File: config.mk
export PLATFORM = sky130hd
export DESIGN_NAME = byte_range_header_parser_top
export DESIGN_NICKNAME = d
export VERILOG_FILES = /design/src/design/brhp_pkg.sv /design/src/design/byte_range_header_parser_top.sv
export VERILOG_INCLUDE_DIRS = /design/src /design/src/design
export SDC_FILE = /design/constraint.sdc
export NUM_CORES = 1
export LEC_CHECK = 0
export ABC_CLOCK_PERIOD_IN_PS = 25000
export BUFFER_PORTS_ARGS = -buffer_cell sky130_fd_sc_hd__buf_2
export CAP_MARGIN = 20
export CORE_AREA = 5 5 306 308
export CTS_BUF_LIST = sky130_fd_sc_hd__clkbuf_8 sky130_fd_sc_hd__clkbuf_16
export CTS_CLUSTER_DIAMETER = 60
export CTS_CLUSTER_SIZE = 28
export DETAILED_ROUTE_END_ITERATION = 10
export DIE_AREA = 0 0 311 313
export SYNTH_ARGS = -nofsm -noshare
export SYNTH_HDL_FRONTEND = slang
export SYNTH_SLANG_ARGS = --single-unit
File: constraint.sdc
create_clock -name clk -period 25 [get_ports clk]
set_input_delay 1.25 -clock clk [delete_from_list [all_inputs] [get_ports clk]]
set_output_delay 1.25 -clock clk [all_outputs]
set_load 0.01 [all_outputs]
File: src/design/byte_range_header_parser_top_macros.svh
// Assertion macros for the byte range header parser.
// Define NO_ASSERTIONS to compile them out; no other dependencies.
`ifndef BYTE_RANGE_HEADER_PARSER_TOP_MACROS_SVH
`define BYTE_RANGE_HEADER_PARSER_TOP_MACROS_SVH
`ifndef NO_ASSERTIONS
`define BRHP_ASSERT_NOW(label, ante, cons, msg) \
    label: assert property (@(posedge clk) disable iff (!rst_n) (ante) |-> (cons)) \
        else $error(msg);
`define BRHP_ASSERT_NEXT(label, ante, cons, msg) \
    label: assert property (@(posedge clk) disable iff (!rst_n) (ante) |=> (cons)) \
        else $error(msg);
`else
`define BRHP_ASSERT_NOW(label, ante, cons, msg)
`define BRHP_ASSERT_NEXT(label, ante, cons, msg)
`endif
`endif

File: src/design/brhp_pkg.sv
// Shared types and constants for the byte range header parser.
// No dependencies.
package brhp_pkg;

    localparam int OFFSET_BITS_DEFAULT = 48;
    localparam int FIELD_BITS          = 48;
    localparam int PREFIX_LEN          = 6;

    localparam logic [7:0] CH_DASH  = 8'h2D;
    localparam logic [7:0] CH_COMMA = 8'h2C;
    localparam logic [7:0] CH_ZERO  = 8'h30;
    localparam logic [7:0] CH_NINE  = 8'h39;

    typedef enum logic [1:0] {
        PH_PREFIX = 2'd0,
        PH_FIRST  = 2'd1,
        PH_SECOND = 2'd2
    } phase_t;

    typedef struct packed {
        logic [7:0]            header_char;
        logic                  char_present;
        logic                  is_final;
        logic [FIELD_BITS-1:0] object_size;
    } in_item_t;

    typedef struct packed {
        logic                  satisfiable;
        logic [FIELD_BITS-1:0] range_first;
        logic [FIELD_BITS-1:0] range_last;
        logic [FIELD_BITS-1:0] range_length;
    } out_item_t;

    // expected character of "bytes=" at each prefix position
    function automatic logic [7:0] lead_char(input logic [2:0] pos);
        logic [7:0] c;
        case (pos)
            3'd0:    c = 8'h62;
            3'd1:    c = 8'h79;
            3'd2:    c = 8'h74;
            3'd3:    c = 8'h65;
            3'd4:    c = 8'h73;
            3'd5:    c = 8'h3D;
            default: c = CH_COMMA; // never matches in a valid header
        endcase
        return c;
    endfunction

endpackage

File: src/design/byte_range_header_parser_top.sv
// Byte range header parser: single-range HTTP Range header evaluator.
// Depends on brhp_pkg and byte_range_header_parser_top_macros.svh.
//
// Usage:
//   The item channel (item_valid/item_ready/item) carries one header character
//   per transaction with the object size; is_final marks the last one. An item
//   with char_present low carries no character. Every final item yields exactly
//   one transaction on the result channel (result_valid/result_ready/result).
//   Pipeline: input register, parse state update and snapshot, range compare,
//   result register. A final item's result passes the snapshot, range and
//   result registers in that order before it shows on result_valid.
//   Throughput is one item per cycle while no final item waits on a full
//   stage; the parse state register applies a 10x multiply-accumulate with
//   saturation per item, so items follow back to back. Each stage holds its
//   item while the next is full, so a stalled receiver fills at most the three
//   result-bearing stages; non-final characters pass until a final item waits.
//   Reset clears all valid flags and returns the parser to the prefix phase.
//   After each final item the parse state returns to that reset state.
`include "byte_range_header_parser_top_macros.svh"

module byte_range_header_parser_top
    import brhp_pkg::*;
#(
    parameter int OFFSET_BITS = OFFSET_BITS_DEFAULT
)
(
    input  logic      clk,
    input  logic      rst_n,
    input  logic      item_valid,
    output logic      item_ready,
    input  in_item_t  item,
    output logic      result_valid,
    input  logic      result_ready,
    output out_item_t result
);

    localparam int W  = OFFSET_BITS;
    localparam int MW = W + 4;
    localparam int SW = (W > FIELD_BITS) ? W : FIELD_BITS;
    localparam int XW = (W + 1 > FIELD_BITS) ? W + 1 : FIELD_BITS;
    localparam logic [W-1:0] OFS_MAX = '1;

    // input register
    logic     a_valid_reg;
    in_item_t a_item_reg;
    logic     a_consume;

    // parse state
    logic [2:0]   pos_reg, pos_next, pos_step;
    phase_t       phase_reg, phase_next, phase_step;
    logic         failed_reg, failed_next, failed_step;
    logic [W-1:0] first_reg, first_next, first_step;
    logic         first_has_reg, first_has_next, first_has_step;
    logic [W-1:0] second_reg, second_next, second_step;
    logic         second_has_reg, second_has_next, second_has_step;

    // snapshot stage
    logic         j_valid_reg;
    logic         j_form_ok_reg;
    logic [W-1:0] j_first_reg, j_second_reg, j_size_reg;
    logic         j_first_has_reg, j_second_has_reg;
    logic         j_free;

    // range stage
    logic         c_valid_reg;
    logic         c_ok_reg, c_ok_next;
    logic [W-1:0] c_start_reg, c_start_next, c_end_reg, c_end_next;
    logic         c_free;

    // result register
    logic      result_valid_reg;
    out_item_t result_reg, result_next;
    logic      o_free;

    logic [7:0]    ch;
    logic [7:0]    digit_diff;
    logic [W-1:0]  acc_sel;
    logic [MW-1:0] acc_prod;
    logic [W-1:0]  acc_new;
    logic [SW-1:0] size_ext;
    logic [W-1:0]  size_sat;

    // ready chain, output side first
    assign o_free     = !result_valid_reg || result_ready;
    assign c_free     = !c_valid_reg || o_free;
    assign j_free     = !j_valid_reg || c_free;
    assign a_consume  = a_valid_reg && (!a_item_reg.is_final || j_free);
    assign item_ready = !a_valid_reg || a_consume;

    always_ff @(posedge clk or negedge rst_n)
    begin
        if (!rst_n)
        begin
            a_valid_reg <= 1'b0;
        end
        else if (item_ready)
        begin
            a_valid_reg <= item_valid;
        end
    end

    always_ff @(posedge clk)
    begin
        if (item_ready && item_valid)
        begin
            a_item_reg <= item;
        end
    end

    // one character step of the parser
    assign ch         = a_item_reg.header_char;
    assign digit_diff = ch - CH_ZERO;
    assign acc_sel    = (phase_reg == PH_FIRST) ? first_reg : second_reg;
    assign acc_prod   = (MW'(acc_sel) << 3) + (MW'(acc_sel) << 1) + MW'(digit_diff[3:0]);
    assign acc_new    = (acc_prod > MW'(OFS_MAX)) ? OFS_MAX : acc_prod[W-1:0];

    always_comb
    begin
        pos_step        = pos_reg;
        phase_step      = phase_reg;
        failed_step     = failed_reg;
        first_step      = first_reg;
        first_has_step  = first_has_reg;
        second_step     = second_reg;
        second_has_step = second_has_reg;
        if (a_item_reg.char_present && !failed_reg)
        begin
            case (phase_reg)
                PH_PREFIX:
                begin
                    if (pos_reg < 3'(PREFIX_LEN) && ch == lead_char(pos_reg))
                    begin
                        pos_step = pos_reg + 3'd1;
                        if (pos_reg == 3'(PREFIX_LEN - 1))
                        begin
                            phase_step = PH_FIRST;
                        end
                    end
                    else
                    begin
                        failed_step = 1'b1;
                    end
                end
                PH_FIRST, PH_SECOND:
                begin
                    if (ch inside {[CH_ZERO:CH_NINE]})
                    begin
                        if (phase_reg == PH_FIRST)
                        begin
                            first_step     = acc_new;
                            first_has_step = 1'b1;
                        end
                        else
                        begin
                            second_step     = acc_new;
                            second_has_step = 1'b1;
                        end
                    end
                    else if (ch == CH_DASH && phase_reg == PH_FIRST)
                    begin
                        phase_step = PH_SECOND;
                    end
                    else
                    begin
                        failed_step = 1'b1;
                    end
                end
                default:
                begin
                    failed_step = 1'b1;
                end
            endcase
        end
    end

    // final item returns the parser to its reset state
    always_comb
    begin
        pos_next        = pos_reg;
        phase_next      = phase_reg;
        failed_next     = failed_reg;
        first_next      = first_reg;
        first_has_next  = first_has_reg;
        second_next     = second_reg;
        second_has_next = second_has_reg;
        if (a_consume)
        begin
            if (a_item_reg.is_final)
            begin
                pos_next        = 3'd0;
                phase_next      = PH_PREFIX;
                failed_next     = 1'b0;
                first_next      = '0;
                first_has_next  = 1'b0;
                second_next     = '0;
                second_has_next = 1'b0;
            end
            else
            begin
                pos_next        = pos_step;
                phase_next      = phase_step;
                failed_next     = failed_step;
                first_next      = first_step;
                first_has_next  = first_has_step;
                second_next     = second_step;
                second_has_next = second_has_step;
            end
        end
    end

    always_ff @(posedge clk or negedge rst_n)
    begin
        if (!rst_n)
        begin
            pos_reg        <= 3'd0;
            phase_reg      <= PH_PREFIX;
            failed_reg     <= 1'b0;
            first_reg      <= '0;
            first_has_reg  <= 1'b0;
            second_reg     <= '0;
            second_has_reg <= 1'b0;
        end
        else
        begin
            pos_reg        <= pos_next;
            phase_reg      <= phase_next;
            failed_reg     <= failed_next;
            first_reg      <= first_next;
            first_has_reg  <= first_has_next;
            second_reg     <= second_next;
            second_has_reg <= second_has_next;
        end
    end

    // object size saturated to the offset width
    assign size_ext = SW'(a_item_reg.object_size);
    assign size_sat = (size_ext > SW'(OFS_MAX)) ? OFS_MAX : size_ext[W-1:0];

    always_ff @(posedge clk or negedge rst_n)
    begin
        if (!rst_n)
        begin
            j_valid_reg <= 1'b0;
        end
        else if (j_free)
        begin
            j_valid_reg <= a_consume && a_item_reg.is_final;
        end
    end

    always_ff @(posedge clk)
    begin
        if (j_free && a_consume && a_item_reg.is_final)
        begin
            j_form_ok_reg    <= !failed_step && phase_step == PH_SECOND;
            j_first_reg      <= first_step;
            j_first_has_reg  <= first_has_step;
            j_second_reg     <= second_step;
            j_second_has_reg <= second_has_step;
            j_size_reg       <= size_sat;
        end
    end

    // range selection and clamping
    always_comb
    begin
        logic [W-1:0] size_m1;
        logic [W-1:0] end_e;
        logic         ok_form;
        size_m1 = j_size_reg - W'(1);
        end_e   = j_second_has_reg ? j_second_reg : size_m1;
        if (end_e >= j_size_reg)
        begin
            end_e = size_m1;
        end
        ok_form = j_form_ok_reg && (j_size_reg != '0);
        if (j_first_has_reg)
        begin
            c_start_next = j_first_reg;
            c_end_next   = end_e;
            c_ok_next    = ok_form && (j_first_reg <= end_e);
        end
        else
        begin
            c_start_next = (j_second_reg >= j_size_reg) ? '0 : j_size_reg - j_second_reg;
            c_end_next   = size_m1;
            c_ok_next    = ok_form && j_second_has_reg && (j_second_reg != '0);
        end
    end

    always_ff @(posedge clk or negedge rst_n)
    begin
        if (!rst_n)
        begin
            c_valid_reg <= 1'b0;
        end
        else if (c_free)
        begin
            c_valid_reg <= j_valid_reg;
        end
    end

    always_ff @(posedge clk)
    begin
        if (c_free && j_valid_reg)
        begin
            c_ok_reg    <= c_ok_next;
            c_start_reg <= c_start_next;
            c_end_reg   <= c_end_next;
        end
    end

    // length needs one extra bit when the offset width reaches the field width
    always_comb
    begin
        logic [XW-1:0] ext_first;
        logic [XW-1:0] ext_last;
        logic [XW-1:0] ext_len;
        ext_first = XW'(c_start_reg);
        ext_last  = XW'(c_end_reg);
        ext_len   = ext_last - ext_first + XW'(1);
        if (c_ok_reg)
        begin
            result_next.satisfiable  = 1'b1;
            result_next.range_first  = ext_first[FIELD_BITS-1:0];
            result_next.range_last   = ext_last[FIELD_BITS-1:0];
            result_next.range_length = ext_len[FIELD_BITS-1:0];
        end
        else
        begin
            result_next = '0;
        end
    end

    always_ff @(posedge clk or negedge rst_n)
    begin
        if (!rst_n)
        begin
            result_valid_reg <= 1'b0;
        end
        else if (o_free)
        begin
            result_valid_reg <= c_valid_reg;
        end
    end

    always_ff @(posedge clk)
    begin
        if (o_free && c_valid_reg)
        begin
            result_reg <= result_next;
        end
    end

    assign result_valid = result_valid_reg;
    assign result       = result_reg;

    `BRHP_ASSERT_NOW(a_prefix_done, phase_reg != PH_PREFIX, pos_reg == 3'(PREFIX_LEN), "prefix position lost after prefix phase")
    `BRHP_ASSERT_NOW(a_range_order, c_valid_reg && c_ok_reg, c_start_reg <= c_end_reg, "range start beyond range end")
    `BRHP_ASSERT_NOW(a_reject_zero, result_valid && !result.satisfiable, result.range_first == '0 && result.range_last == '0 && result.range_length == '0, "rejected range carries nonzero fields")
    `BRHP_ASSERT_NEXT(a_final_clears, a_consume && a_item_reg.is_final, phase_reg == PH_PREFIX && pos_reg == 3'd0 && !failed_reg, "parser not cleared after final item")

endmodule

==> impl_metrics.py, run 1 <==
metrics = {
    "global_route": {
        "antenna_found_initial": 2,
        "grt.overflow.total": 0,
        "grt_use_total_pct": 19.6,
        "grt_pass1_wl_um": 152000,
        "grt_pass1_vias": 25200,
        "grt_max_degree": 85,
    },
    "clocking": {
        "cts_tree": "done",
        "cts_resized": 0,
        "clk_path_buf_depth": 3,
        "root_buffer": "clkbuf_16",
        "holdBufCountCts": 0,
        "clk_latency_ps": 610,
        "numCtsBuffers": 43,
        "postCtsSetupRepairBufs": 0,
        "cts_sinks": 555,
        "cts-htree-levels": 2,
        "clkSlewWorstSetupHoldPaths_ps": 80,
    },
    "setup_path": {
        "worstPathRequired_ps": 25440,
        "r2r-start": "j_size_reg[6]",
        "crit_top_cell": "a21o_1",
        "cp-end-kind": "flop",
        "critPathMaxStageDelay_ps": 510,
        "r2r_cells": 35,
        "worst-r2r-setup-slack_ps": 16460,
        "arrival_ps": 8980,
        "path_delay_family": "simple AND/OR/NAND/NOR gates",
        "path_buf_inv": 3,
        "path_class": "flop to flop",
        "crit_fanout": 36,
        "reg2reg_to": "c_ok_reg",
        "cp_slowest_cell": "buf_4",
        "cp-start-kind": "flop",
    },
    "floorplanning": {
        "die_w_um": 311,
        "dieArea_um2": 97300,
        "row_count": 111,
        "core_um2": 90800,
        "die_h_um": 313,
        "start_util_pct": 39.4,
        "ios": 209,
    },
    "timing": {
        "finalSetupTns_ps": 0,
        "holdWs_ps": 427,
        "relSlewSlack_pct": 29.0,
        "final.min_clock_period_ps": 8540,
        "fin_crit_sh_pct": 34.2,
        "worstMarginPinSlew_ps": 1070,
        "clock.fmax_mhz": 117,
        "fin_ws_ps": 16460,
        "fin_worst_skew_ps": 25.8,
        "slew_viol_final": 0,
        "rsz0062_at_grt": "false",
        "finalHoldViolations": 0,
        "finalSetupViolCount": 0,
    },
    "detailed_routing": {
        "drtIter0Drc": 2352,
        "avgViaCountPerCell": 5.45,
        "postRouteAntennaNets": 0,
        "routedWlPerCell_um": 20.5,
        "drt_wl_total_um": 99400,
        "drc": 0,
        "drt_pass1_iterations": 7,
        "via_count": 26400,
    },
    "place": {
        "io_buffer_count": 208,
        "dp_slack_ps": 16490,
        "gp_congestion": 0.953,
        "dp_hpwl_um": 77600,
        "place_inst": 4762,
    },
    "job": {
        "max-cap-violations": 0,
    },
    "run_status": {
        "status": "complete, no violations",
    },
    "power_and_ir_drop": {
        "p_per_area_nw_per_um2": 56.0,
        "p_leak_uw": 0.0170,
        "vdd_drop_max_mv": 0.0409,
    },
    "yosys": {
        "synth_ff_type": "edfxtp_1",
        "ys_types": 83,
        "syn-num-nets": 3959,
        "ys_seq_area_share_pct": 45.1,
        "syn_area_um2": 35800,
        "synthCells": 3550,
        "ys_ff_latch": 555,
        "synth-edff-count": 447,
        "avgSynthCellArea_um2": 10.1,
        "synth-async-reset-ratio_pct": 19.5,
        "ys_warn_count": 0,
    },
    "finish": {
        "drive_gt1_share_pct": 13.1,
        "final_common_cell": "edfxtp_1",
        "largest_reg_flops": 145,
        "diodes": 0,
        "syn_to_final_growth_pct": 10.3,
        "layout_common_cells": "447 x edfxtp_1, 355 x nor2_1, 342 x ha_1",
        "final_cells": 4843,
        "nNetsFinal": 4032,
    },
    "worst_hold_path": {
        "hold_end": "j_size_reg[0]",
        "hp-start": "size_ext[0]",
        "whs_path_depth": 0,
        "hold_path.class": "flop to flop",
    },
}
## per-stage QoR
| step | area (µm²) | power, µW | utilization [%] |
|---|---|---|---|
| finish | 39500 | 2210 | 43.5 |
| global route | 39500 | 2310 | 43.5 |
| CTS | 39400 | 2230 | 43.4 |
| detailed placement | 37800 | 1450 | 41.6 |
| global placement | 37800 | 1450 | 41.6 |
| floorplan | 35800 | 1350 | - |
## layout make-up
cell class              instances  area (µm²)
clock buffers                  46        1140
multi-input cells            2587       18200
flip-flops and latches        555       16100
fillers                      8834       51300
inverters                     194         733
clock inverters                33         515
repair buffers                242        1340
well taps                    1186        1480
## report_power, final
| group | internal [µW] | total (µW) | switching [µW] |
|---|---|---|---|
| registers | 1060 | 1090 | 29.4 |
| logic | 135 | 348 | 213 |
| clock network | 371 | 776 | 405 |
## Yosys cell counts, drive strengths merged (20+ instances only)
library cell / n / area, µm²
and2: 73 / 457
mux2i: 52 / 521
a21oi: 302 / 1510
nand2b: 31 / 194
edfxtp: 447 / 13400
nor3: 68 / 390
nor2: 358 / 1350
clkbuf: 191 / 719
ha: 343 / 4290
o21ai: 206 / 1030
mux2: 109 / 1230
a21o: 144 / 1080
inv: 193 / 724
nand3: 52 / 265
a31oi: 51 / 319
nand4: 50 / 319
o21a: 20 / 150
xor2: 51 / 447
buf: 23 / 110
a211oi: 62 / 465
nand2: 208 / 783
nor4: 31 / 230
o21bai: 30 / 225
xnor2: 107 / 937
dfrtp: 108 / 2700
nor2b: 31 / 194
## cells by family (layout without fill, tap and decap cells)
logic type / after synthesis / after routing / share of synthesized area [%]
muxes: 161 / 161 / 4.88
AOI/OAI and AO/OA: 936 / 936 / 16.3
and+or+nand+nor: 985 / 985 / 13.3
xor gates and xnor gates: 158 / 158 / 3.87
buffers and inverters: 408 / 515 / 4.35
DFF: 555 / 555 / 45.1
adders and majority gates: 347 / 347 / 12.2
## worst max path at each step
stage                              from           end  slack (ps)  depth (start not counted)
after floorplan            result_ready  c_end_reg[0]       15930                          2
after global placement    j_size_reg[6]      c_ok_reg       16740                         35
after detailed placement  j_size_reg[6]      c_ok_reg       16490                         35
after CTS                 j_size_reg[6]      c_ok_reg       16470                         35
after global routing      j_size_reg[6]      c_ok_reg       15900                         35
final                     j_size_reg[6]      c_ok_reg       16460                         35
## metal layers
metal / global-route usage (%) / wire (µm) / part of all wire (%) / vias up
met5: 0 / 13 / 0.013 / -
met4: 5.91 / 3120 / 3.1 / 2
li1: - / - / - / 13100
met3: 2.41 / 4990 / 5.0 / 108
met2: 30.8 / 44200 / 44 / 697
met1: 28.7 / 47100 / 47 / 12500
Note: power is estimated with default switching activity, not from simulation.
==> inputs of run 2 (changes only) <==
Settings changed: ABC_AREA set to 1, ABC_CLOCK_PERIOD_IN_PS 25000 to 8500, CORE_AREA 5 5 306 308 to 5 5 321 323, DIE_AREA 0 0 311 313 to 0 0 326 328.
Clock period 25 ns to 8.5 ns, I/O delays scaled along.
==> run 2 against run 1 <==
Against the previous run:
- synthesized cell count increased by 47%
- sequential cell count stayed put
- global-route usage grew 4.7 points
- cell count up 39%
- setup slack worse by 15000 ps
- count of clock-buffer cells in the layout is 11 higher
- sequential power grew to 3.0 times the previous value
- routed wire length rose by 35%
- critical endpoint unchanged
- largest cell class unchanged
- highest routed layer is now met4
==> impl_metrics.py, run 2 <==
metrics = {
    "run_status": {
        "status": "complete, no violations",
    },
    "global_route": {
        "grt_pass1_wl_um": 202000,
        "grt_max_degree": 146,
        "grt.overflow.total": 0,
        "antenna_found_initial": 1,
        "grt_use_total_pct": 24.4,
        "grt_pass1_vias": 34100,
    },
    "clocking": {
        "numCtsBuffers": 56,
        "cts_tree": "done",
        "cts_sinks": 555,
        "cts-htree-levels": 2,
        "clkSlewWorstSetupHoldPaths_ps": 80,
        "clk_path_buf_depth": 3,
        "postCtsSetupRepairBufs": 0,
        "root_buffer": "clkbuf_16",
        "clk_latency_ps": 660,
    },
    "setup_path": {
        "crit_top_cell": "nand2_1",
        "cp.depth": 28,
        "arrival_ps": 7700,
        "r2r_cells": 28,
        "reg2reg_to": "c_ok_reg",
        "worstPathRequired_ps": 9000,
        "path_delay_family": "simple AND/OR/NAND/NOR gates",
        "cp_slowest_cell": "nor4_1",
        "cp-end-kind": "flop",
        "cp-start-kind": "flop",
        "path_buf_inv": 4,
        "crit_fanout": 49,
        "worst-r2r-setup-slack_ps": 1300,
        "r2r-start": "j_size_reg[0]",
        "critPathMaxStageDelay_ps": 750,
        "path_class": "flop to flop",
    },
    "place": {
        "place_area_um2": 41800,
        "dp_hpwl_um": 108000,
        "gp_congestion": 0.994,
        "io_buffer_count": 208,
    },
    "yosys": {
        "synthDominantCellAreaShare_pct": 33.8,
        "synth-async-reset-ratio_pct": 19.5,
        "synthCells": 5210,
        "ys_warn_count": 0,
        "ys_types": 58,
        "avgSynthCellArea_um2": 7.61,
        "synth_ff_type": "edfxtp_1",
        "syn_area_um2": 39700,
        "yosys.area.top_type": "edfxtp_1",
        "syn-num-nets": 5619,
        "ys_seq_area_share_pct": 40.6,
        "ys_top_cells_by_count": "1,540 x nand2_1, 725 x inv_1, 447 x edfxtp_1",
        "ys_ff_latch": 555,
        "yosysMostFrequentCell": "nand2_1",
        "synth-edff-count": 447,
        "synth_area_leaders": "edfxtp_1 34%, nand2_1 15%, ha_1 11%, inv_1 6.9%, dfrtp_1 6.8%",
    },
    "floorplanning": {
        "core_um2": 99600,
        "dieArea_um2": 107000,
        "die_h_um": 328,
        "start_util_pct": 39.8,
        "row_count": 116,
        "die_w_um": 326,
        "ios": 209,
    },
    "timing": {
        "worstMarginPinSlew_ps": 1110,
        "fin_worst_skew_ps": 44.0,
        "finalSetupViolCount": 0,
        "rsz0062_at_grt": "false",
        "finalSetupTns_ps": 0,
        "finalHoldViolations": 0,
        "slew_viol_final": 0,
        "clock.fmax_mhz": 139,
        "relSlewSlack_pct": 25.0,
        "fin_crit_sh_pct": 84.7,
        "final.min_clock_period_ps": 7200,
    },
    "power_and_ir_drop": {
        "vdd_drop_max_mv": 0.166,
        "p_per_area_nw_per_um2": 169,
        "p_leak_uw": 0.0217,
    },
    "detailed_routing": {
        "drc": 0,
        "drt_pass1_iterations": 5,
        "drt_wl_total_um": 134000,
        "via_count": 35300,
        "avgViaCountPerCell": 5.25,
        "routedWlPerCell_um": 20.0,
        "drtIter0Drc": 3436,
        "postRouteAntennaNets": 0,
    },
    "finish": {
        "largest_reg_flops": 145,
        "nNetsFinal": 5792,
        "syn_to_final_growth_pct": 12.4,
        "layout_common_cells": "1,539 x nand2_1, 726 x inv_1, 447 x edfxtp_1",
        "drive_gt1_share_pct": 7.86,
        "diodes": 0,
        "final_common_cell": "nand2_1",
        "final_design_area_no_fill_um2": 44600,
    },
    "worst_hold_path": {
        "hold_end": "result_valid",
        "hp-start": "result_ready",
        "hold_path.class": "primary input to flop",
        "whs_path_depth": 4,
    },
    "job": {
        "max-cap-violations": 0,
    },
}
run 2: worst min-delay path: stages:
cell	delay, ps
buf_2	70
nor2_1	60
inv_1	70
nand2_1	50
run 2: power breakdown:
| part | switching (µW) | total (µW) | leakage [µW] | internal [µW] |
|---|---|---|---|---|
| sequential | 107 | 3260 | 0.00579 | 3150 |
| combinational | 1020 | 1480 | 0.0149 | 461 |
| clock | 1350 | 2810 | 0.00105 | 1450 |
| total | 2480 | 7550 | 0.0217 | 5070 |
run 2: cell type report:
type                       count  area, µm²
multi-input combinational   3711      19900
inverter                     760       2860
tap                         1298       1620
clock inverter                49        722
fill                       10100      55000
sequential                   555      16100
timing repair buffer         299       1900
clock buffer                  57       1430
run 2: repair_timing:
| item | in CTS | in global routing |
|---|---|---|
| hold buffers | 60 | 0 |
| endpoints found under the hold margin | 123 | 0 |
| resized for setup | 0 | 0 |
run 2: worst max-delay path by stage:
stage | to | slack [ps] | from
after floorplan | result[0] | 1260 | result_valid
after global placement | c_ok_reg | 1270 | j_size_reg[1]
after detailed placement | c_ok_reg | 1230 | j_size_reg[0]
after CTS | c_ok_reg | 1220 | j_size_reg[0]
after global routing | c_ok_reg | 810 | j_size_reg[0]
final | c_ok_reg | 1300 | j_size_reg[0]
run 2: routing by layer:
metal	up-vias	global-route usage (%)	share of wire (%)	wire length, µm
met5	-	0	0	0
met4	0	10.6	4.9	6580
met3	238	2.58	5.7	7660
met2	1162	40.5	46	61700
met1	16400	32.5	43	58400
li1	17500	-	-	-
run 2: logic make-up (layout without fill, tap and decap cells):
| kind of cell | Yosys count | count (layout) | synth area share (%) |
|---|---|---|---|
| fa+ha+maj | 347 | 347 | 11.0 |
| xor+xnor | 103 | 103 | 2.27 |
| buf+inv | 944 | 1165 | 9.21 |
| simple gates | 2549 | 2549 | 27.1 |
| compound gates | 712 | 712 | 9.71 |
| flops | 555 | 555 | 40.6 |
run 2: metrics by stage:
| stage | total power, µW | utilization (%) | worst slack [ps] | hold slack (ps) | instances |
|---|---|---|---|---|---|
| 4_1_cts | 7610 | 44.8 | 1220 | 5.74 | 6728 |
| 3_3_place_gp | 4760 | 42.0 | 1270 | 405 | 6562 |
| 6_report | 7550 | 44.8 | 1300 | 64.9 | 6729 |
| 2_1_floorplan | 4250 | - | 1260 | 129 | 5210 |
| 5_1_grt | 7900 | 44.8 | 806 | 53.1 | 6729 |
| 3_5_place_dp | 4760 | 42.0 | 1230 | 406 | 6562 |
